### config.mk
export PLATFORM = sky130hd
export DESIGN_NAME = cpu_status_led_pattern_engine
export DESIGN_NICKNAME = d
export VERILOG_FILES = /design/src/hw/rtl/cslpe_pkg.sv /design/src/hw/rtl/cslpe_board_unit.sv /design/src/hw/rtl/cpu_status_led_pattern_engine.sv
export SDC_FILE = /design/constraint.sdc
export NUM_CORES = 1
export LEC_CHECK = 0
export ABC_AREA = 1
export ABC_CLOCK_PERIOD_IN_PS = 6500
export CORE_MARGIN = 1
export CORE_UTILIZATION = 40
export CTS_CLUSTER_SIZE = 12
export DETAILED_ROUTE_END_ITERATION = 8
export DONT_BUFFER_PORTS = 1
export SLEW_MARGIN = 20
export SYNTH_ARGS = -nofsm -noshare
export SYNTH_HDL_FRONTEND = slang
export SYNTH_SLANG_ARGS = --single-unit
### constraint.sdc
create_clock -name clk_i -period 6.5 [get_ports clk_i]
set_input_delay 0.975 -clock clk_i [delete_from_list [all_inputs] [get_ports clk_i]]
set_output_delay 0.975 -clock clk_i [all_outputs]
set_load 0.02 [all_outputs]
### src/hw/rtl/cslpe_pkg.sv
package cslpe_pkg;

  localparam int unsigned CPU_COUNT   = 16;
  localparam int unsigned CPU_W       = 4;
  localparam int unsigned PAIR_COUNT  = CPU_COUNT / 2;
  localparam int unsigned SCROLL_STEPS = 6;
  localparam int unsigned FULL_PERIOD = 19;

  localparam logic [3:0] NIB_ON       = 4'h0;
  localparam logic [3:0] NIB_OFF      = 4'hF;
  localparam logic [3:0] NIB_QUIESCED = 4'h9;
  localparam logic [7:0] BOOT_RESET   = 8'h55;

  localparam logic CMD_TICK = 1'b0;
  localparam logic CMD_SET  = 1'b1;

  localparam logic [1:0] CFG_BOOTBUS = 2'd0;
  localparam logic [1:0] CFG_PRESENT = 2'd1;
  localparam logic [1:0] CFG_COUNT   = 2'd2;

  // Lane 1 is CPU A (high nibble), lane 0 is CPU B (low nibble).
  typedef struct packed {
    logic       boot_mode;
    logic       full;
    logic       blink;
    logic [7:0] boot_byte;
    logic [7:0] last_byte;
    logic [1:0] present;
    logic [7:0] dbg;
    logic [1:0] en;
    logic [1:0] idle;
    logic [1:0] seen;
    logic [2:0] scroll;
  } board_ctx_t;

  typedef struct packed {
    logic [7:0] led;
    logic [1:0] seen_set;
  } board_res_t;

  function automatic logic [3:0] scroll_nib(input logic [2:0] idx);
    logic [3:0] v;
    case (idx)
      3'd0:    v = 4'h7;
      3'd1:    v = 4'hB;
      3'd2:    v = 4'hD;
      3'd3:    v = 4'hE;
      3'd4:    v = 4'hD;
      3'd5:    v = 4'hB;
      default: v = 4'h7;
    endcase
    return v;
  endfunction

endpackage

### src/hw/rtl/cslpe_board_unit.sv
module cslpe_board_unit (
  input  cslpe_pkg::board_ctx_t ctx_i,
  output cslpe_pkg::board_res_t res_o
);

  logic [3:0] nib  [2];
  logic [1:0] seen_set;

  always_comb begin
    for (int i = 0; i < 2; i++) begin
      logic [3:0] d;
      logic [3:0] old;
      d   = ctx_i.dbg[i*4 +: 4];
      old = ctx_i.last_byte[i*4 +: 4];
      seen_set[i] = 1'b0;
      if (!ctx_i.present[i]) begin
        nib[i] = cslpe_pkg::NIB_ON;
      end else if (d != 4'h0) begin
        nib[i] = ctx_i.blink ? ~d : cslpe_pkg::NIB_OFF;
      end else if (!ctx_i.en[i]) begin
        nib[i] = cslpe_pkg::NIB_QUIESCED;
      end else begin
        nib[i] = (ctx_i.full || ctx_i.seen[i]) ? cslpe_pkg::scroll_nib(ctx_i.scroll) : old;
        seen_set[i] = ctx_i.full && ctx_i.idle[i];
      end
    end
  end

  // Boot pattern replaces both nibbles and never touches the idle history.
  always_comb begin
    if (ctx_i.boot_mode) begin
      res_o.led      = ~ctx_i.boot_byte;
      res_o.seen_set = 2'b00;
    end else begin
      res_o.led      = {nib[1], nib[0]};
      res_o.seen_set = seen_set;
    end
  end

endmodule

### src/hw/rtl/cpu_status_led_pattern_engine.sv
// LED pattern engine for boards carrying two CPUs each. A periodic tick walks
// the sixteen CPU slots in ascending order, one per cycle unless the output
// stalls, and writes one LED byte for every boot-bus board, stopping after the
// configured board count (zero visits all). A tick keeps the input stalled from
// acceptance through any output stall until the cycle that delivers its final
// board write, or until the full walk ends when no board is written, so no new
// request is taken while a tick is in progress. A set command keeps the input
// stalled while its write waits for the output and writes at most one byte, so
// no new request is taken until it ends. All LED bytes come from one shared
// board unit driven by the walk counter; configuration writes are always ready
// and must only be issued idle.
module cpu_status_led_pattern_engine (
  input  logic        clk_i,
  input  logic        rst_ni,

  input  logic        cfg_valid_i,
  output logic        cfg_ready_o,
  input  logic [1:0]  cfg_index_i,
  input  logic [15:0] cfg_data_i,

  input  logic        in_valid_i,
  output logic        in_stall_o,
  input  logic        cmd_i,
  input  logic [3:0]  target_cpu_i,
  input  logic [3:0]  debug_nibble_i,
  input  logic [15:0] enabled_mask_i,
  input  logic [15:0] idle_mask_i,

  output logic        out_valid_o,
  input  logic        out_stall_i,
  output logic [3:0]  board_id_o,
  output logic [7:0]  led_byte_o,
  output logic        last_o
);

  localparam logic [1:0] ST_IDLE = 2'd0;
  localparam logic [1:0] ST_SCAN = 2'd1;
  localparam logic [1:0] ST_ONE  = 2'd2;

  logic [1:0]  state_q, state_d;
  logic [15:0] bootbus_q, present_q;
  logic [4:0]  bus_count_q;

  logic [2:0]  scroll_q;
  logic [4:0]  full_cnt_q;
  logic        blink_q;
  logic [15:0] seen_q;
  logic [7:0]  boot_q;
  logic [7:0]  dbg_q  [cslpe_pkg::PAIR_COUNT];
  logic [7:0]  lastw_q [cslpe_pkg::CPU_COUNT];

  logic [3:0]  brd_q;
  logic [4:0]  found_q;
  logic [15:0] en_q, idle_q;

  logic        out_valid_q;
  logic [3:0]  out_board_q;
  logic [7:0]  out_byte_q;
  logic        out_last_q;

  logic        in_acc;
  logic        out_free;
  logic        busy;
  logic        brd_owns;
  logic        emit;
  logic        scan_last;
  logic        emit_last;
  logic        tick_done;
  logic [3:0]  cpu_a, cpu_b;
  logic [2:0]  pair;
  logic        full;
  logic [3:0]  set_board;

  cslpe_pkg::board_ctx_t ctx;
  cslpe_pkg::board_res_t res;

  assign cfg_ready_o = 1'b1;
  assign in_stall_o  = (state_q != ST_IDLE);
  assign in_acc      = in_valid_i && !in_stall_o;

  assign busy      = (state_q == ST_SCAN) || (state_q == ST_ONE);
  assign out_free  = !out_valid_q || !out_stall_i;
  assign brd_owns  = bootbus_q[brd_q];
  assign emit      = busy && brd_owns && out_free;
  assign pair      = brd_q[3:1];
  assign cpu_a     = {brd_q[3:1], 1'b0};
  assign cpu_b     = {brd_q[3:1], 1'b1};
  assign full      = (full_cnt_q == 5'd0);
  assign set_board = bootbus_q[target_cpu_i] ? target_cpu_i : (target_cpu_i ^ 4'd1);

  // Final write when the count is reached or no boot-bus board lies above.
  assign scan_last = ((found_q + 5'd1) == bus_count_q) ||
                     ((bootbus_q >> ({1'b0, brd_q} + 5'd1)) == 16'd0);
  assign emit_last = (state_q == ST_ONE) ? 1'b1 : scan_last;
  assign tick_done = (state_q == ST_SCAN) &&
                     ((emit && scan_last) || (!brd_owns && brd_q == 4'd15));

  always_comb begin
    ctx.boot_mode = (present_q == 16'd0) && (dbg_q[pair] == 8'd0);
    ctx.full      = full;
    ctx.blink     = blink_q;
    ctx.boot_byte = boot_q;
    ctx.last_byte = lastw_q[brd_q];
    ctx.present   = {present_q[cpu_a], present_q[cpu_b]};
    ctx.dbg       = dbg_q[pair];
    ctx.en        = {en_q[cpu_a], en_q[cpu_b]};
    ctx.idle      = {idle_q[cpu_a], idle_q[cpu_b]};
    ctx.seen      = {seen_q[cpu_a], seen_q[cpu_b]};
    ctx.scroll    = scroll_q;
  end

  cslpe_board_unit u_board (
    .ctx_i (ctx),
    .res_o (res)
  );

  always_comb begin
    state_d = state_q;
    unique case (state_q)
      ST_IDLE: begin
        if (in_acc) begin
          state_d = (cmd_i == cslpe_pkg::CMD_SET) ? ST_ONE : ST_SCAN;
        end
      end
      ST_SCAN: begin
        if (tick_done) begin
          state_d = ST_IDLE;
        end
      end
      ST_ONE: begin
        if (!brd_owns || emit) begin
          state_d = ST_IDLE;
        end
      end
      default: state_d = ST_IDLE;
    endcase
  end

  always_ff @(posedge clk_i or negedge rst_ni) begin
    if (!rst_ni) begin
      state_q     <= ST_IDLE;
      bootbus_q   <= '0;
      present_q   <= '0;
      bus_count_q <= '0;
      scroll_q    <= '0;
      full_cnt_q  <= '0;
      blink_q     <= 1'b1;
      seen_q      <= '0;
      boot_q      <= cslpe_pkg::BOOT_RESET;
      brd_q       <= '0;
      found_q     <= '0;
      out_valid_q <= 1'b0;
      for (int i = 0; i < int'(cslpe_pkg::PAIR_COUNT); i++) begin
        dbg_q[i] <= '0;
      end
      for (int i = 0; i < int'(cslpe_pkg::CPU_COUNT); i++) begin
        lastw_q[i] <= '0;
      end
    end else begin
      state_q <= state_d;

      if (cfg_valid_i && cfg_ready_o) begin
        case (cfg_index_i)
          cslpe_pkg::CFG_BOOTBUS: bootbus_q   <= cfg_data_i;
          cslpe_pkg::CFG_PRESENT: present_q   <= cfg_data_i;
          cslpe_pkg::CFG_COUNT:   bus_count_q <= cfg_data_i[4:0];
          default: ;
        endcase
      end

      if (in_acc) begin
        found_q <= '0;
        if (cmd_i == cslpe_pkg::CMD_SET) begin
          if (target_cpu_i[0]) begin
            dbg_q[target_cpu_i[3:1]][3:0] <= debug_nibble_i;
          end else begin
            dbg_q[target_cpu_i[3:1]][7:4] <= debug_nibble_i;
          end
          blink_q <= 1'b1;
          brd_q   <= set_board;
        end else begin
          if (full) begin
            seen_q <= '0;
          end
          blink_q <= ~blink_q;
          brd_q   <= '0;
        end
      end

      if (emit) begin
        lastw_q[brd_q] <= res.led;
        found_q        <= found_q + 5'd1;
        if (ctx.boot_mode) begin
          boot_q <= res.led;
        end
        seen_q[cpu_a] <= seen_q[cpu_a] | res.seen_set[1];
        seen_q[cpu_b] <= seen_q[cpu_b] | res.seen_set[0];
      end

      // Advance the walk past boards without boot bus, or after a write.
      if (state_q == ST_SCAN && !tick_done && (emit || !brd_owns)) begin
        brd_q <= brd_q + 4'd1;
      end

      if (tick_done) begin
        scroll_q   <= (scroll_q == 3'(cslpe_pkg::SCROLL_STEPS - 1)) ? 3'd0 : scroll_q + 3'd1;
        full_cnt_q <= (full_cnt_q == 5'(cslpe_pkg::FULL_PERIOD - 1)) ? 5'd0
                                                                      : full_cnt_q + 5'd1;
      end

      if (emit) begin
        out_valid_q <= 1'b1;
      end else if (!out_stall_i) begin
        out_valid_q <= 1'b0;
      end
    end
  end

  always_ff @(posedge clk_i) begin
    if (in_acc) begin
      en_q   <= enabled_mask_i;
      idle_q <= idle_mask_i;
    end
    if (emit) begin
      out_board_q <= brd_q;
      out_byte_q  <= res.led;
      out_last_q  <= emit_last;
    end
  end

  assign out_valid_o = out_valid_q;
  assign board_id_o  = out_board_q;
  assign led_byte_o  = out_byte_q;
  assign last_o      = out_last_q;

endmodule

[After elaboration in Yosys (flattened, before gate mapping)]
Cells that the tools add are included.
Storage, ports and cells
  bits in registers: 319
  output and inout port bits: 16
  bits of input ports: 64
  logic and storage cells: 210
Operators by class
  bitwise operators: 10
  muxes and demuxes: 80
  reduce and logical (&&, ||, !) cells: 46
  magnitude comparators: 11
  equality and inequality tests: 16
  $add $sub $neg: 5
  shifts and indexed selects: 1
Operator list (number)
  bitwise mux 128 bit: 1
  bitwise mux 64 bit: 2
  two-way mux 16 bit: 4
  two-way mux 64 bit: 1
  two-way mux 4 bit: 14
  demux 8 bit (select 3 bit): 2
  two-way mux 8 bit: 6
  binary-select mux 8 bit (select 4 bit): 1
  bitwise mux 16 bit: 2
  demux 8 bit (select 4 bit): 1
  logical NOT 16 bit: 2
  binary-select mux 1 bit (select 3 bit): 8
  binary-select mux 8 bit (select 3 bit): 1
  two-way mux 1 bit: 22
  less-than comparator 4 x 5 -> 1 bit, second input constant: 4
  >> shifter 16 x 5 -> 16 bit: 1
  logical AND 1 bit: 15
  two-way mux 5 bit: 3
  one-hot mux 4 bit (3 select lines): 1
  adder 5 x 1 -> 5 bit, second input constant: 2
  two-way mux 10 bit: 1
  AND reduction 2 bit: 5
  binary-select mux 1 bit (select 4 bit): 2
  greater-or-equal comparator 4 x 1 -> 1 bit, second input constant: 2
  other kinds (36): 66

[Logic depth before layout (Yosys ltp)]
  word-level depth: 13
  gate-level depth with buffers: 21
  depth with buffers taken out: 18

[Cells and area by module]
Synthesis repeated with hierarchy kept, for this count alone.
Second synthesis, totals
  cell total of the unflattened synthesis: 1738
  area total of the unflattened synthesis: 14870.5 µm²
Modules (own cells, without submodules)
  cpu_status_led_pattern_engine: area an instance 14416.3 µm², cells an instance 1638, times used 1
  cslpe_board_unit: area an instance 454.2 µm², cells an instance 100, times used 1

[Worst setup path before layout]
OpenSTA, ideal clock, no wires.
  path kind: reg2reg
  start point: register brd_q[2]
  end point: register lastw_q[104] (netlist bit)
  stages on the path, launching flop included: 15
  setup slack: 3.774 ns
  path buffers: 2
  data required time: 6.383 ns
  library setup time: 0.117 ns
  data arrival time: 2.609 ns
  cells stage by stage: dfrtp_1 buf_4 nor2_4 nand2_1 buf_2 a21oi_1 nor2_1 o21ai_1 nor2_1 nor3_4 nand2_1 nor2_2 inv_1 nand2_1 nand2_1
Between the ends
  elaborated cells between the ends (all ways): 35
  classes of those cells: order compare: 2; mux: 23; bitwise: 3; reduce/logical: 7
RTL lines
  start, declared: line cpu_status_led_pattern_engine.sv:52  | logic [3:0] brd_q;
  start signal, assigned: line cpu_status_led_pattern_engine.sv:180  | brd_q <= set_board;
  start signal, assigned: line cpu_status_led_pattern_engine.sv:202  | brd_q <= brd_q + 4'd1;
  binary-select mux 1 bit (select 4 bit): line cpu_status_led_pattern_engine.sv:83  | assign brd_owns = bootbus_q[brd_q];
  two-way mux 1 bit (not written as such): line cpu_status_led_pattern_engine.sv:83
  logical AND 1 bit (2 in series): line cpu_status_led_pattern_engine.sv:84  | assign emit = busy && brd_owns && out_free;
  named net emit: line cpu_status_led_pattern_engine.sv:65  | logic emit;
  end signal, assigned by index: line cpu_status_led_pattern_engine.sv:191  | lastw_q[brd_q] <= res.led;
  end, declared: line cpu_status_led_pattern_engine.sv:50  | logic [7:0] lastw_q [cslpe_pkg::CPU_COUNT];
The timed path passes the listed nets, and every way through them passes these cells. The select of a mux whose other input is x is not followed.
A chain may end at the register's enable or synchronous reset.

[Worst setup path in the final report]
  start point: register brd_q[1]
  end point: register lastw_q[7] (netlist bit)
The elaborated chain is that of the path after synthesis.

==> flow_metrics.py <==
metrics = {
    "cts": {
        "clock_latency_ns": 0.56,
        "cts_tree": "done",
        "post-cts-setup-buffers": 0,
        "clkSlewWorstSetupHoldPaths_ns": 0.06,
        "cts_buffers": 38,
        "cts_resized": 0,
        "h-tree-depth": 2,
        "cts_hold_buf": 0,
        "clk_path_buf_depth": 3,
        "numClockSinks": 319,
        "root_buffer": "clkbuf_16",
    },
    "placement": {
        "placed_cell_area_um2": 15800,
        "dp.cells": 2374,
        "finalWeightedCongestion": 0.870,
        "portBuffers": 0,
        "dp_hpwl_um": 29300,
        "place_ws_ns": 1.94,
    },
    "worst_setup_path": {
        "crit_path_max_fanout": 22,
        "path_class": "register to register",
        "rr_startpoint": "brd_q[1]$_DFFE_PN0P_",
        "critPathRequiredTime_ns": 6.94,
        "cpPeakStageDelay_ns": 0.77,
        "crit_chain": "buf_4, nand2_1, nor2_1, nor2_1, o21ai_1, nor2_1, nor3_4, inv_2, nor2_2, inv_1, nand2_1, nand2_1",
        "path_buf_inv": 3,
        "cp_data_arrival_time_ns": 4.96,
        "worst-r2r-cell-count": 12,
        "cpMaxStageDelayCell": "dfrtp_1",
        "rrSetupSlack_ns": 1.98,
        "start_kind": "register",
        "worstSetupEndpointType": "register",
        "reg2reg_to": "lastw_q[7]$_DFFE_PN0P_",
        "cp_top_family": "simple AND/OR/NAND/NOR gates",
    },
    "floorplanning": {
        "die_h_um": 199,
        "core_um2": 37800,
        "die_area_um2": 39400,
        "io_pins": 80,
        "num_rows": 71,
        "start_util": 0.408,
        "die_w_um": 199,
    },
    "layout": {
        "diodes": 0,
        "layout_common_cells": "813 x nand2_1, 268 x dfrtp_1, 161 x o21ai_0, 136 x nor2_1, 120 x inv_1",
        "stdcell_count": 2442,
        "area_growth_pct": 10.7,
        "fin_nets": 1979,
        "finalInstanceArea_um2": 17100,
        "nFillCells": 3788,
        "fin_util": 0.452,
        "layout_commonest_cell": "nand2_1",
        "drive_gt1_frac": 0.0725,
    },
    "synthesis": {
        "async_reset_ff_frac": 0.859,
        "synth_cells": 1913,
        "synth.ff_latch_count": 319,
        "synth-edff-count": 45,
        "yosys_warnings": 0,
        "syn_avg_cell_area_um2": 8.07,
        "synth_area_um2": 15400,
        "synth_cell_type_count": 50,
        "syn_nets": 1989,
        "synth-main-ff-cell": "dfrtp_1",
        "yosysSeqAreaShare": 0.532,
    },
    "timing": {
        "max_slew_margin": 0.343,
        "fin_skew_ns": 0.0233,
        "worstMarginPinSlew_ns": 0.983,
        "rsz0062_at_grt": "false",
        "timing.final.crit_share": 0.695,
        "period_minus_slack_ns": 4.52,
        "finalSetupViolCount": 0,
        "tns_ns": 0,
        "timing.final.ws_setup_ns": 1.98,
        "max_freq_ghz": 0.221,
        "whs_ns": 0.154,
        "hold_viol_final": 0,
        "slew_viol_final": 0,
    },
    "detailed_routing": {
        "drc": 0,
        "routed_wl_um": 44600,
        "final_antenna_net_count": 0,
        "routed_via_density": 5.22,
        "dr.pass1.iters": 5,
        "drt_iter0_drc": 1060,
        "vias": 12700,
        "routedWlPerCell_um": 18.2,
    },
    "hold_path": {
        "hp-class": "input pin to async pin",
    },
    "global_route": {
        "track_usage": 0.234,
        "overflow": 0,
        "grt_util_met1": 0.322,
        "grt_pass1_vias": 12300,
        "top_usage_layer": "met2",
        "grt_first_pass_wirelength_um": 70500,
        "met3_usage": 0.0459,
        "grt_util_met2": 0.366,
        "antenna_found_initial": 0,
        "grt_max_degree": 275,
    },
    "power_and_ir_drop": {
        "power_mw": 8.02,
        "p_leak_nw": 8.33,
        "ir_drop_mv": 0.305,
        "powerDensity_nw_per_um2": 469,
    },
    "run_status": {
        "status": "completed",
    },
    "flow_run": {
        "cap_violations": 0,
    },
}
[synthesized netlist by cell type, types with 3 or more instances]
master    count  area share
dfstp_2       5      0.0085
o21bai_1      3      0.0015
nand4_1      17      0.0069
o21ai_0     161       0.052
ha_1         12      0.0097
inv_1       120       0.029
o32ai_1       4      0.0023
mux2i_1      10      0.0065
a32o_1        4      0.0026
buf_4         4      0.0019
buf_2        11      0.0036
buf_1         3     0.00073
a221oi_1      6      0.0034
nor2_1      136       0.033
or2_1         8      0.0032
clkbuf_1     30      0.0073
o22ai_1      38       0.015
edfxtp_1     45       0.087
a22o_1        3      0.0017
nor2_2       15      0.0061
inv_2        15      0.0036
xor2_1       11      0.0062
nand2_1     813        0.20
nand3_1      64       0.021
nand2_2       6      0.0024
dfrtp_1     269        0.44
or2_2        10      0.0040
a22oi_1      12      0.0058
buf_6        10      0.0073
nand2_4       8      0.0058
nor3_1        8      0.0026
nor4_1        4      0.0016
nor2_4        5      0.0036
a21oi_1      21      0.0068
[logic make-up (layout without fill, tap and decap cells)]
family,count (synthesis),count (layout),share of synthesized area
buf+inv,195,213,0.0541
other cells,1,1,0.000243
flops,319,319,0.532
xor+xnor,13,13,0.00737
compound gates,264,264,0.0980
mux,10,10,0.00648
fa+ha+maj,12,12,0.00972
simple gates,1099,1099,0.292
[worst register-to-register path, delay by kind of cell (launching register included)]
kind / cells / cell delay [ns]
AO/OA/AOI/OAI: 1 / 0.07
flip-flops: 1 / 0.77
AND/OR/NAND/NOR: 8 / 2.37
buffers and inverters: 3 / 1.21
[final cells by class]
class,instances,area (µm²),area share
Multi-Input combinational cell,1399,6400,0.374
Sequential cell,319,8220,0.481
Clock inverter,18,173,0.0101
Clock buffer,50,1100,0.0642
Tap cell,511,639,0.0374
Inverter,137,514,0.0301
Timing Repair Buffer,8,60.1,0.00351
[worst max path at each step]
stage / from / endpoint / slack (ns) / cells past startpoint
final: brd_q[1]$_DFFE_PN0P_ / lastw_q[7]$_DFFE_PN0P_ / 1.98 / 12
after global routing: brd_q[1]$_DFFE_PN0P_ / lastw_q[6]$_DFFE_PN0P_ / 1.59 / 12
after global placement: brd_q[1]$_DFFE_PN0P_ / lastw_q[3]$_DFFE_PN0P_ / 2.06 / 12
after floorplan: brd_q[2]$_DFFE_PN0P_ / lastw_q[104]$_DFFE_PN0P_ / 3.77 / 14
after detailed placement: brd_q[1]$_DFFE_PN0P_ / lastw_q[6]$_DFFE_PN0P_ / 1.94 / 12
after CTS: brd_q[1]$_DFFE_PN0P_ / lastw_q[7]$_DFFE_PN0P_ / 1.93 / 12
[registers in the layout, indices dropped and copies added (netlist names), 8 cells and up]
register    flops
seen_q         16
lastw_q       128
idle_q         16
en_q           16
present_q      16
led_byte_o      8
bootbus_q      16
boot_q          8
dbg_q          64
[power by group]
group	internal [mW]	switching [mW]	total, mW
Sequential	2.58	0.390	2.97
Combinational	0.780	2.10	2.87
Clock	1.31	0.864	2.17
Total	4.67	3.35	8.02
[routing by layer]
metal	up-vias	wire length (µm)	part of all wire
met1	6156	20200	0.45
met5	-	0	0
li1	6131	-	-
met2	374	20100	0.45
met4	0	1340	0.030
met3	85	2980	0.067
No activity file was read; power rests on OpenSTA's default activity.
